## config.mk

```make
export PLATFORM = sky130hd
export DESIGN_NAME = msgpack_map_key_search_unit
export DESIGN_NICKNAME = d
export VERILOG_FILES = /design/src/rtl/mks_pkg.sv /design/src/rtl/mks_fifo.sv /design/src/rtl/mks_walker.sv /design/src/rtl/msgpack_map_key_search_unit.sv
export VERILOG_INCLUDE_DIRS = /design/src /design/src/rtl
export SDC_FILE = /design/constraint.sdc
export NUM_CORES = 2
export LEC_CHECK = 0
export ABC_AREA = 1
export BUFFER_PORTS_ARGS = -buffer_cell sky130_fd_sc_hd__buf_2
export CORE_UTILIZATION = 30
export CTS_CLUSTER_SIZE = 12
export DETAILED_ROUTE_END_ITERATION = 10
export GPL_TIMING_DRIVEN = 0
export SYNTH_ARGS = -nofsm -noshare
export SYNTH_HDL_FRONTEND = slang
export SYNTH_SLANG_ARGS = --single-unit
```

## constraint.sdc

```tcl
create_clock -name clk -period 20.1 [get_ports clk]
set_input_delay 2.01 -clock clk [delete_from_list [all_inputs] [get_ports clk]]
set_output_delay 2.01 -clock clk [all_outputs]
set_load 0.03 [all_outputs]
```

## src/rtl/msgpack_map_key_search_unit_assert.svh

```systemverilog
// Assertion macros for the MessagePack key search unit
`ifndef MSGPACK_MAP_KEY_SEARCH_UNIT_ASSERT_SVH
`define MSGPACK_MAP_KEY_SEARCH_UNIT_ASSERT_SVH
// Implication checked on every rising clock edge outside reset
`define MKS_ASSERT_IMP(label, ante, cons, msg) \
  label: assert property (@(posedge clk) disable iff (!rst_n) (ante) |-> (cons)) \
    else $error(msg);
// Next-cycle implication outside reset
`define MKS_ASSERT_NXT(label, ante, cons, msg) \
  label: assert property (@(posedge clk) disable iff (!rst_n) (ante) |=> (cons)) \
    else $error(msg);
`endif

```

## src/rtl/mks_pkg.sv

```systemverilog
// ----------------------------------------------------------------------------
// mks_pkg
// Types and constants shared by the MessagePack key search unit.
// ----------------------------------------------------------------------------
`default_nettype none
package mks_pkg;
  localparam int DATA_W = 8;
  localparam int CNT_W  = 32;
  localparam int TOP_W  = 33;
  localparam int KEY_W  = 64;
  localparam int KLEN_W = 4;
  localparam int DEP_W  = 5;

  // header kinds
  typedef enum logic [1:0] {
    KIND_NONE    = 2'd0,
    KIND_PAYLOAD = 2'd1,
    KIND_ARRAY   = 2'd2,
    KIND_MAP     = 2'd3
  } kind_t;

  // register indexes
  localparam logic CFG_KEY_VALUE  = 1'b0;
  localparam logic CFG_KEY_LENGTH = 1'b1;

  // queued item between front and back
  typedef struct packed {
    logic [DATA_W-1:0] data_byte;
    logic              first_byte;
    logic [CNT_W-1:0]  entry_count;
  } item_t;

  // result item
  typedef struct packed {
    logic             value_start;
    logic             found;
    logic             search_done;
    logic             parse_error;
    logic [DEP_W-1:0] depth;
  } res_t;
endpackage
`default_nettype wire

```

## src/rtl/mks_fifo.sv

```systemverilog
// ----------------------------------------------------------------------------
// mks_fifo
// Two-entry item queue between the front and back parts.
// ----------------------------------------------------------------------------
`default_nettype none
module mks_fifo (
  input  wire logic          clk,
  input  wire logic          rst_n,
  input  wire logic          in_valid,
  output logic               in_ready,
  input  wire mks_pkg::item_t in_item,
  output logic               out_valid,
  input  wire logic          out_ready,
  output mks_pkg::item_t     out_item
);
  import mks_pkg::*;

  item_t      mem_r [2];
  logic       wp_r, rp_r;
  logic [1:0] cnt_r;
  logic       push, pop;

  assign in_ready  = (cnt_r != 2'd2);
  assign out_valid = (cnt_r != 2'd0);
  assign out_item  = mem_r[rp_r];
  assign push = in_valid && in_ready;
  assign pop  = out_valid && out_ready;

  // pointers and fill count
  always_ff @(posedge clk) begin
    if (!rst_n) begin
      wp_r <= 1'b0; rp_r <= 1'b0; cnt_r <= 2'd0;
    end else begin
      if (push) wp_r <= ~wp_r;
      if (pop)  rp_r <= ~rp_r;
      cnt_r <= cnt_r + {1'b0, push} - {1'b0, pop};
    end
  end

  // storage
  always_ff @(posedge clk) begin
    if (push) mem_r[wp_r] <= in_item;
  end

  `include "msgpack_map_key_search_unit_assert.svh"
  `MKS_ASSERT_IMP(a_fifo_cnt, 1'b1, cnt_r != 2'd3, "queue count out of range")
  `MKS_ASSERT_NXT(a_fifo_push, push && !pop, cnt_r != 2'd0, "push lost")
  `MKS_ASSERT_NXT(a_fifo_pop, pop && !push && cnt_r == 2'd1, cnt_r == 2'd0, "pop lost")
endmodule
`default_nettype wire

```

## src/rtl/mks_walker.sv

```systemverilog
// ----------------------------------------------------------------------------
// mks_walker
// Back part: walks headers, payloads and nesting one byte per cycle unless the result output stalls.
// ----------------------------------------------------------------------------
`default_nettype none
module mks_walker #(
  parameter int STACK_DEPTH   = 16,
  parameter int KEY_MAX_BYTES = 8
) (
  input  wire logic                   clk,
  input  wire logic                   rst_n,
  input  wire logic [mks_pkg::KEY_W-1:0]  key_value,
  input  wire logic [mks_pkg::KLEN_W-1:0] key_length,
  input  wire logic                   in_valid,
  output logic                        in_ready,
  input  wire mks_pkg::item_t         in_item,
  output logic                        out_valid,
  input  wire logic                   out_ready,
  output mks_pkg::res_t               out_res
);
  import mks_pkg::*;
  localparam int SP_W = (STACK_DEPTH > 1) ? $clog2(STACK_DEPTH) : 1;
  localparam int LV_W = $clog2(STACK_DEPTH + 1);

  logic [TOP_W-1:0] stack_r [STACK_DEPTH];
  logic [LV_W-1:0]  lvl_r, lvl_nxt;
  logic [2:0]       hdr_r, hdr_nxt;
  kind_t            kind_r, kind_nxt;
  logic [CNT_W-1:0] acc_r, acc_nxt;
  logic [CNT_W-1:0] pay_r, pay_nxt;
  logic [TOP_W-1:0] top_r, top_nxt;
  logic             cmp_r, cmp_nxt, pend_r, pend_nxt;
  logic [3:0]       pos_r, pos_nxt;
  logic             fnd_r, fnd_nxt;
  logic             ov_r;
  res_t             res_r;
  logic             fire, err, vstart;
  logic             fin, opn;
  logic [TOP_W-1:0] opn_cnt;
  logic             sp_len_v;
  logic [CNT_W-1:0] sp_len;
  logic             bc;
  logic [7:0]       b;
  logic [TOP_W-1:0] top_tmp;
  logic             push_w;
  logic [SP_W-1:0]  push_idx;
  logic [TOP_W-1:0] tos, tos_dec;

  assign in_ready = !ov_r || out_ready;
  assign fire     = in_valid && in_ready;
  assign out_valid = ov_r;
  assign out_res   = res_r;
  assign b = in_item.data_byte;

  // byte decode and state update
  always_comb begin
    logic [3:0] p;
    logic [2:0] sh;
    logic [7:0] kb;
    logic [LV_W-1:0] l;
    logic stop;
    lvl_nxt = lvl_r; hdr_nxt = hdr_r; kind_nxt = kind_r; acc_nxt = acc_r;
    pay_nxt = pay_r; top_nxt = top_r; cmp_nxt = cmp_r; pend_nxt = pend_r;
    pos_nxt = pos_r; fnd_nxt = fnd_r;
    err = 1'b0; vstart = 1'b0; fin = 1'b0; opn = 1'b0; opn_cnt = '0;
    sp_len_v = 1'b0; sp_len = '0; bc = 1'b0;
    push_w = 1'b0; push_idx = '0; p = '0; sh = '0; kb = '0; l = '0; stop = 1'b0;
    tos = '0; tos_dec = '0;
    if (in_item.first_byte) begin
      lvl_nxt = '0; hdr_nxt = '0; kind_nxt = KIND_NONE; acc_nxt = '0; pay_nxt = '0;
      cmp_nxt = 1'b0; pend_nxt = 1'b0; pos_nxt = '0; fnd_nxt = 1'b0;
      top_nxt = {in_item.entry_count, 1'b0};
    end
    top_tmp = top_nxt;
    if (top_tmp != '0) begin
      if (hdr_nxt != 3'd0) begin
        acc_nxt = {acc_nxt[CNT_W-9:0], b};
        hdr_nxt = hdr_nxt - 3'd1;
        if (hdr_nxt == 3'd0) begin
          kind_nxt = KIND_NONE;
          case (kind_r)
            KIND_ARRAY: begin opn = 1'b1; opn_cnt = {1'b0, acc_nxt}; end
            KIND_MAP:   begin opn = 1'b1; opn_cnt = {acc_nxt, 1'b0}; end
            default:    begin sp_len_v = 1'b1; sp_len = acc_nxt; end
          endcase
        end
      end else if (pay_nxt != '0) begin
        if (cmp_nxt) begin
          p  = pos_nxt;
          sh = 3'(key_length - 4'd1 - p);
          kb = key_value[{sh, 3'b000} +: 8];
          if (p >= key_length || kb != b) cmp_nxt = 1'b0;
          else pos_nxt = p + 4'd1;
        end
        pay_nxt = pay_nxt - CNT_W'(1);
        if (pay_nxt == '0) fin = 1'b1;
      end else begin
        if (pend_nxt) begin vstart = 1'b1; pend_nxt = 1'b0; end
        if (b <= 8'h7f || b >= 8'he0) fin = 1'b1;
        else if (b <= 8'h8f) begin opn = 1'b1; opn_cnt = TOP_W'({b[3:0], 1'b0}); end
        else if (b <= 8'h9f) begin opn = 1'b1; opn_cnt = TOP_W'(b[3:0]); end
        else if (b <= 8'hbf) begin bc = 1'b1; sp_len_v = 1'b1; sp_len = CNT_W'(b[4:0]); end
        else begin
          case (b)
            8'hc0, 8'hc2, 8'hc3: fin = 1'b1;
            8'hc4: begin hdr_nxt = 3'd1; kind_nxt = KIND_PAYLOAD; acc_nxt = '0; end
            8'hc5: begin hdr_nxt = 3'd2; kind_nxt = KIND_PAYLOAD; acc_nxt = '0; end
            8'hc6: begin hdr_nxt = 3'd4; kind_nxt = KIND_PAYLOAD; acc_nxt = '0; end
            8'hcc, 8'hd0: pay_nxt = CNT_W'(1);
            8'hcd, 8'hd1: pay_nxt = CNT_W'(2);
            8'hca, 8'hce, 8'hd2: pay_nxt = CNT_W'(4);
            8'hcb, 8'hcf, 8'hd3: pay_nxt = CNT_W'(8);
            8'hd9: begin bc = 1'b1; hdr_nxt = 3'd1; kind_nxt = KIND_PAYLOAD; acc_nxt = '0; end
            8'hda: begin bc = 1'b1; hdr_nxt = 3'd2; kind_nxt = KIND_PAYLOAD; acc_nxt = '0; end
            8'hdb: begin bc = 1'b1; hdr_nxt = 3'd4; kind_nxt = KIND_PAYLOAD; acc_nxt = '0; end
            8'hdc: begin hdr_nxt = 3'd2; kind_nxt = KIND_ARRAY; acc_nxt = '0; end
            8'hdd: begin hdr_nxt = 3'd4; kind_nxt = KIND_ARRAY; acc_nxt = '0; end
            8'hde: begin hdr_nxt = 3'd2; kind_nxt = KIND_MAP; acc_nxt = '0; end
            8'hdf: begin hdr_nxt = 3'd4; kind_nxt = KIND_MAP; acc_nxt = '0; end
            default: err = 1'b1;
          endcase
        end
        // start a key compare on a top-level string key
        if (bc && lvl_nxt == '0 && !top_tmp[0] && key_length <= 4'(KEY_MAX_BYTES)) begin
          cmp_nxt = 1'b1; pos_nxt = '0;
        end
      end
      // payload start
      if (sp_len_v) begin
        if (cmp_nxt && sp_len != CNT_W'(key_length)) cmp_nxt = 1'b0;
        if (sp_len == '0) fin = 1'b1;
        else pay_nxt = sp_len;
      end
      // container open
      if (opn) begin
        if (opn_cnt == '0) fin = 1'b1;
        else if (lvl_nxt >= LV_W'(STACK_DEPTH)) err = 1'b1;
        else begin push_w = 1'b1; push_idx = SP_W'(lvl_nxt); lvl_nxt = lvl_nxt + LV_W'(1); end
      end
      // object end: every open level with one object left closes; the first
      // level below them with more left counts the object and stays open
      if (fin) begin
        l = '0;
        for (int i = 0; i < STACK_DEPTH; i++) begin
          if (LV_W'(i) < lvl_nxt && stack_r[i] != TOP_W'(1)) l = LV_W'(i + 1);
        end
        if (l != '0) begin
          push_w = 1'b1; push_idx = SP_W'(l - LV_W'(1));
          tos = stack_r[push_idx]; tos_dec = tos - TOP_W'(1);
          stop = 1'b1;
        end
        lvl_nxt = l;
        if (!stop && l == '0) begin
          if (cmp_nxt) begin cmp_nxt = 1'b0; pend_nxt = 1'b1; fnd_nxt = 1'b1; end
          if (top_nxt != '0) top_nxt = top_nxt - TOP_W'(1);
        end
      end
      if (err) begin
        lvl_nxt = '0; hdr_nxt = '0; kind_nxt = KIND_NONE; acc_nxt = '0; pay_nxt = '0;
        top_nxt = '0; cmp_nxt = 1'b0; pend_nxt = 1'b0; pos_nxt = '0;
      end
    end
  end

  // Stack write
  always_ff @(posedge clk) begin
    if (fire && push_w && !err) begin
      if (opn && !fin) stack_r[push_idx] <= opn_cnt;
      else stack_r[push_idx] <= tos_dec;
    end
  end

  // state registers
  always_ff @(posedge clk) begin
    if (!rst_n) begin
      lvl_r <= '0; hdr_r <= '0; kind_r <= KIND_NONE; acc_r <= '0; pay_r <= '0;
      top_r <= '0; cmp_r <= 1'b0; pend_r <= 1'b0; pos_r <= '0; fnd_r <= 1'b0;
      ov_r <= 1'b0;
    end else begin
      if (fire) begin
        lvl_r <= lvl_nxt; hdr_r <= hdr_nxt; kind_r <= kind_nxt; acc_r <= acc_nxt;
        pay_r <= pay_nxt; top_r <= top_nxt; cmp_r <= cmp_nxt; pend_r <= pend_nxt;
        pos_r <= pos_nxt; fnd_r <= fnd_nxt;
        ov_r <= 1'b1;
      end else if (out_ready) begin
        ov_r <= 1'b0;
      end
    end
  end

  // result register
  always_ff @(posedge clk) begin
    if (fire) begin
      res_r.value_start <= vstart;
      res_r.found       <= fnd_nxt;
      res_r.search_done <= (top_nxt == '0);
      res_r.parse_error <= err;
      res_r.depth       <= DEP_W'(lvl_nxt);
    end
  end

  `include "msgpack_map_key_search_unit_assert.svh"
  `MKS_ASSERT_IMP(a_lvl_range, 1'b1, lvl_r <= LV_W'(STACK_DEPTH), "nesting level overflow")
  `MKS_ASSERT_IMP(a_err_done, ov_r && res_r.parse_error, res_r.search_done, "error not done")
  `MKS_ASSERT_IMP(a_done_idle, top_r == '0, lvl_r == '0 && !cmp_r, "idle walk state dirty")
endmodule
`default_nettype wire

```

## src/rtl/msgpack_map_key_search_unit.sv

```systemverilog
// Path: an accepted byte is held in the input queue, then the walker registers
// its result in the output register.
// Throughput: one byte per cycle unless the output stalls; counters and stack top update per byte.
// The input queue (two entries) and output register let each side stall alone.
// Reset: rst_n synchronous, active low; clears walk state and key registers.
// The nesting stack has no reset; entries are written before they are read.
`default_nettype none
module msgpack_map_key_search_unit #(
  parameter int STACK_DEPTH   = 16,
  parameter int KEY_MAX_BYTES = 8
) (
  input  wire logic        clk,
  input  wire logic        rst_n,
  input  wire logic        in_tvalid,
  output logic             in_tready,
  input  wire logic [39:0] in_tdata,   // data_byte[7:0], entry_count[39:8]
  input  wire logic        in_tuser,   // first_byte
  output logic             out_tvalid,
  input  wire logic        out_tready,
  output logic [15:0]      out_tdata,  // value_start, found, search_done, parse_error, depth[8:4]
  input  wire logic        cfg_we,
  input  wire logic        cfg_index,
  input  wire logic [63:0] cfg_wdata
);
  import mks_pkg::*;

  logic [KEY_W-1:0]  key_value_r;
  logic [KLEN_W-1:0] key_length_r;
  item_t             fe_item, q_item;
  logic              q_valid, q_ready;
  res_t              res;

  // configuration registers
  always_ff @(posedge clk) begin
    if (!rst_n) begin
      key_value_r <= '0; key_length_r <= '0;
    end else if (cfg_we) begin
      case (cfg_index)
        CFG_KEY_VALUE:  key_value_r  <= cfg_wdata;
        CFG_KEY_LENGTH: key_length_r <= cfg_wdata[KLEN_W-1:0];
        default: ;
      endcase
    end
  end

  // front: unpack item
  assign fe_item.data_byte   = in_tdata[7:0];
  assign fe_item.entry_count = in_tdata[39:8];
  assign fe_item.first_byte  = in_tuser;

  mks_fifo u_fifo (
    .clk(clk), .rst_n(rst_n),
    .in_valid(in_tvalid), .in_ready(in_tready), .in_item(fe_item),
    .out_valid(q_valid), .out_ready(q_ready), .out_item(q_item)
  );

  mks_walker #(.STACK_DEPTH(STACK_DEPTH), .KEY_MAX_BYTES(KEY_MAX_BYTES)) u_walk (
    .clk(clk), .rst_n(rst_n),
    .key_value(key_value_r), .key_length(key_length_r),
    .in_valid(q_valid), .in_ready(q_ready), .in_item(q_item),
    .out_valid(out_tvalid), .out_ready(out_tready), .out_res(res)
  );

  assign out_tdata = {7'd0, res.depth, res.parse_error, res.search_done,
                      res.found, res.value_start};
endmodule
`default_nettype wire

```

==> metrics list <==
- Result of the run: completed
- Input and output buffers added on the ports amount to 120.
* Setup total negative slack: 0 ns
- Total global routing overflow: 0
- From synthesis to final layout, the design area changed by 15.0%.
* Fraction of synthesis flops using an asynchronous set or reset pin: 0%
- In this run the worst path has a maximum fanout of 16.
- In the final routed layout, each cell accounts on average for 24.2 um.
- Timing would allow up to between 70 and 80 MHz.
* Total DRC errors in the routed layout: 0
* Overall die area: 143000 um2
* Unrepaired setup endpoints after global routing: false
- For the finished layout, the period the worst path requires is 13.97 ns.
- Hold-fix buffer count after cts: 0
* CP arrival: 14.31 ns
- In this run the post-CTS setup repair buffer count came out at 0.
- Yosys mapped a number of flops with a built-in enable equal to 619.
- For this block, the via count after detailed routing is 39900.
- Clock tree from TritonCTS: done
- For this design, the slowest cell found on the critical path is o21ai_1.
* Area of the placeable core: between 100000 and 150000 um2
- Clock latency reported for the late side of the worst-skew pair: about 0.7 ns
* Synth unique cells: 67
- At the pin with the least slew margin, the transition time is 1.43 ns.
- Delay of the slowest cell on the worst path: 0.97 ns
* Routability-driven placement congestion ratio: 0.975
- Final cycle utilization of the critical path: a little over two thirds
- The first detailed-routing pass took 9 iterations.
- Commonest non-fill, non-tap cell in the layout: nand2_1
* Final Skew: 0.0405 ns
- After routing the design area is 48900 um2.
- Synthesized area per cell: around 8.3 um2
- The die is 379 um tall.
* Total count of max-transition violations in the final report: 0
* Most frequent CP cell: nand2_1
- In the layout the commonest cells are nand2_1, nand3_1, inv_1.
- Nature of the critical path endpoint: flip-flop
* Cells after Synth: roughly 5000
* I/O Pins: 129
* Cells resized by post-CTS repair: 0
- Max-cap violations in this run came to 0.
- Layout cells sized above 1: 8.70%
- Post-layout util: 35.0%
- The first global-routing pass estimated 253 mm of wire.
- For this design, the sink count on the clock tree is 799.
- DRT iter0 DRCs: 5557
- The initial utilization of the core area, before any placement, comes to a little under a third.
* NumNets Final: 5476
- Worst min path class: reg2reg
- After synthesis the netlist holds a flip-flop and latch count of 799.
- Global routing consumed, over all layers together, 24.1% of the routing resources.
- Hold Vio Cnt, Final: 0
- The number of antenna violations at the first check in global routing came to 3.
- Post-route worst hold slack: roughly 0.46 ns
* Share of the yosys chip area belonging to registers: 52.1%
- CTS Buffer Depth: 3
- Cell area after placement: 46100 um2
- Clock tree synthesis selected as its root buffer the cell clkbuf_16.
- Summed over all layers, the routed wires come to 177 mm.
* Prevailing post-synth register cell: edfxtp_1
- The critical path is of the reg2reg type.
- The H-tree generated during clock tree synthesis spans 3 levels.
- Number of nets with antenna violations after routing: 0
- Summed over all nets, the half-perimeter wirelength after detailed placement is 128 mm.
- STA classifies the critical path startpoint as a flip-flop.
* Warnings, synthesis: 0
* # setup viols final: 0
- The worst pin sits at a relative slew slack of 4.01%.
- In this run the cell area of the synthesized design comes to approximately 43000 um2.
- STA puts the critical path data required time at between 20 and 25 ns.
* Number of buffers created by CTS: 89
* Standard-cell rows: 137
* Maximum number of pins on one net before global-route repair: 32
- Using the TritonRoute via totals, the vias-per-cell ratio works out to 5.47.
* Number of global-route vias before repair: 37100
- Clock-pin slew was measured on the worst setup and hold paths at 0.06 ns.
* Floorplan die width: 379 um
[metal layers]
layer,share of wire (%),up-vias,track usage (%),wire (um)
li1,-,17800,-,-
met1,40,19100,32.1,71500
met2,44,2484,37.0,77200
met3,11,460,5.31,18900
met4,5.1,4,11.1,9080
met5,0.015,-,0,27
[cells in the mapped netlist, drive strengths merged, types with 7 or more instances]
cell,n,area share (%)
edfxtp,619,44
buf,121,1.7
a21oi,136,1.6
o2111ai,17,0.35
nor3,49,0.61
o31ai,7,0.12
o21ai,366,4.3
a211oi,7,0.12
dfxtp,180,8.5
o22ai,20,0.29
xnor2,7,0.21
a31oi,62,0.91
xor2,51,1.1
nand3b,64,1.1
nor4,99,1.5
nand3,704,8.3
ha,21,0.62
clkbuf,156,1.4
nand4,95,1.4
nor2,439,4.1
inv,687,6.1
o221ai,9,0.19
o211ai,39,0.69
a32o,7,0.16
a22oi,10,0.18
nand2,1072,9.7
mux2i,12,0.28
[critical path, delay by kind of cell (launching register included)]
| family | cells | cell delay [ns] |
|---|---|---|
| and+or+nand+nor | 38 | 4.77 |
| adders and majority gates | 3 | 0.71 |
| DFF | 1 | 0.37 |
| buffers and inverters | 18 | 6.61 |
| AOI/OAI and AO/OA | 2 | 1.08 |
[path summary, 6_finish.rpt]
kind,startpoint,to,slack (ns),cells past startpoint
setup / recovery,flip-flop,u_walk.stack_r[1][25]$_DFFE_PP_,6.13,61
hold / removal,u_fifo.rp_r$_SDFFE_PN0P_,u_fifo.rp_r$_SDFFE_PN0P_,0.46,1
setup reg to reg,flip-flop,u_walk.stack_r[1][25]$_DFFE_PP_,6.13,61
hold reg to reg,u_fifo.rp_r$_SDFFE_PN0P_,u_fifo.rp_r$_SDFFE_PN0P_,0.46,1
[registers in the layout, indices dropped and copies added (netlist names), named ones only]
name              count
u_fifo.rp_r           1
key_value_r          64
u_walk.top_r         33
u_walk.stack_r      528
u_walk.out_valid      1
u_walk.cmp_r          1
key_length_r          4
u_fifo.wp_r           1
u_walk.out_res        9
u_walk.hdr_r          3
u_walk.pos_r          4
u_walk.fnd_r          1
u_walk.lvl_r          5
u_walk.kind_r         2
u_walk.pay_r         32
u_walk.acc_r         24
u_fifo.cnt_r          2
u_walk.pend_r         1
u_fifo.mem_r         82
[stage by stage]
stage / std cells / setup slack, ns
after CTS: 7289 / 6.49
after global placement: 7104 / 4.53
after detailed placement: 7128 / 6.53
final: 7290 / 6.13
after floorplan: 5108 / 10.87
after global routing: 7289 / 5.59
[cells by family (layout without fill, tap and decap cells)]
logic type | Yosys count | in the layout | synth area share, %
xor gates and xnor gates | 58 | 58 | 1.30
adders and majority gates | 22 | 22 | 0.664
other | 1 | 8 | 0.00881
AOI/OAI and AO/OA | 707 | 707 | 9.52
buffers and inverters | 970 | 1275 | 9.18
muxes | 13 | 13 | 0.309
and+or+nand+nor | 2532 | 2532 | 26.9
DFF | 799 | 799 | 52.1
[cell type report]
| class | instances | area (um2) |
|---|---|---|
| Tap cell | 1876 | 2350 |
| Timing Repair Buffer | 144 | 1040 |
| Clock inverter | 50 | 460 |
| Sequential cell | 799 | 22200 |
| Antenna cell | 1 | 2.50 |
| Buffer | 277 | 1310 |
| Inverter | 693 | 2600 |
| Multi-Input combinational cell | 3339 | 16600 |
| Fill cell | 14600 | 91100 |
| Clock buffer | 111 | 2350 |
Power is left out: the tool's default activity adds up to more than one toggle a clock period on the data nets, which glitch-free logic cannot reach.
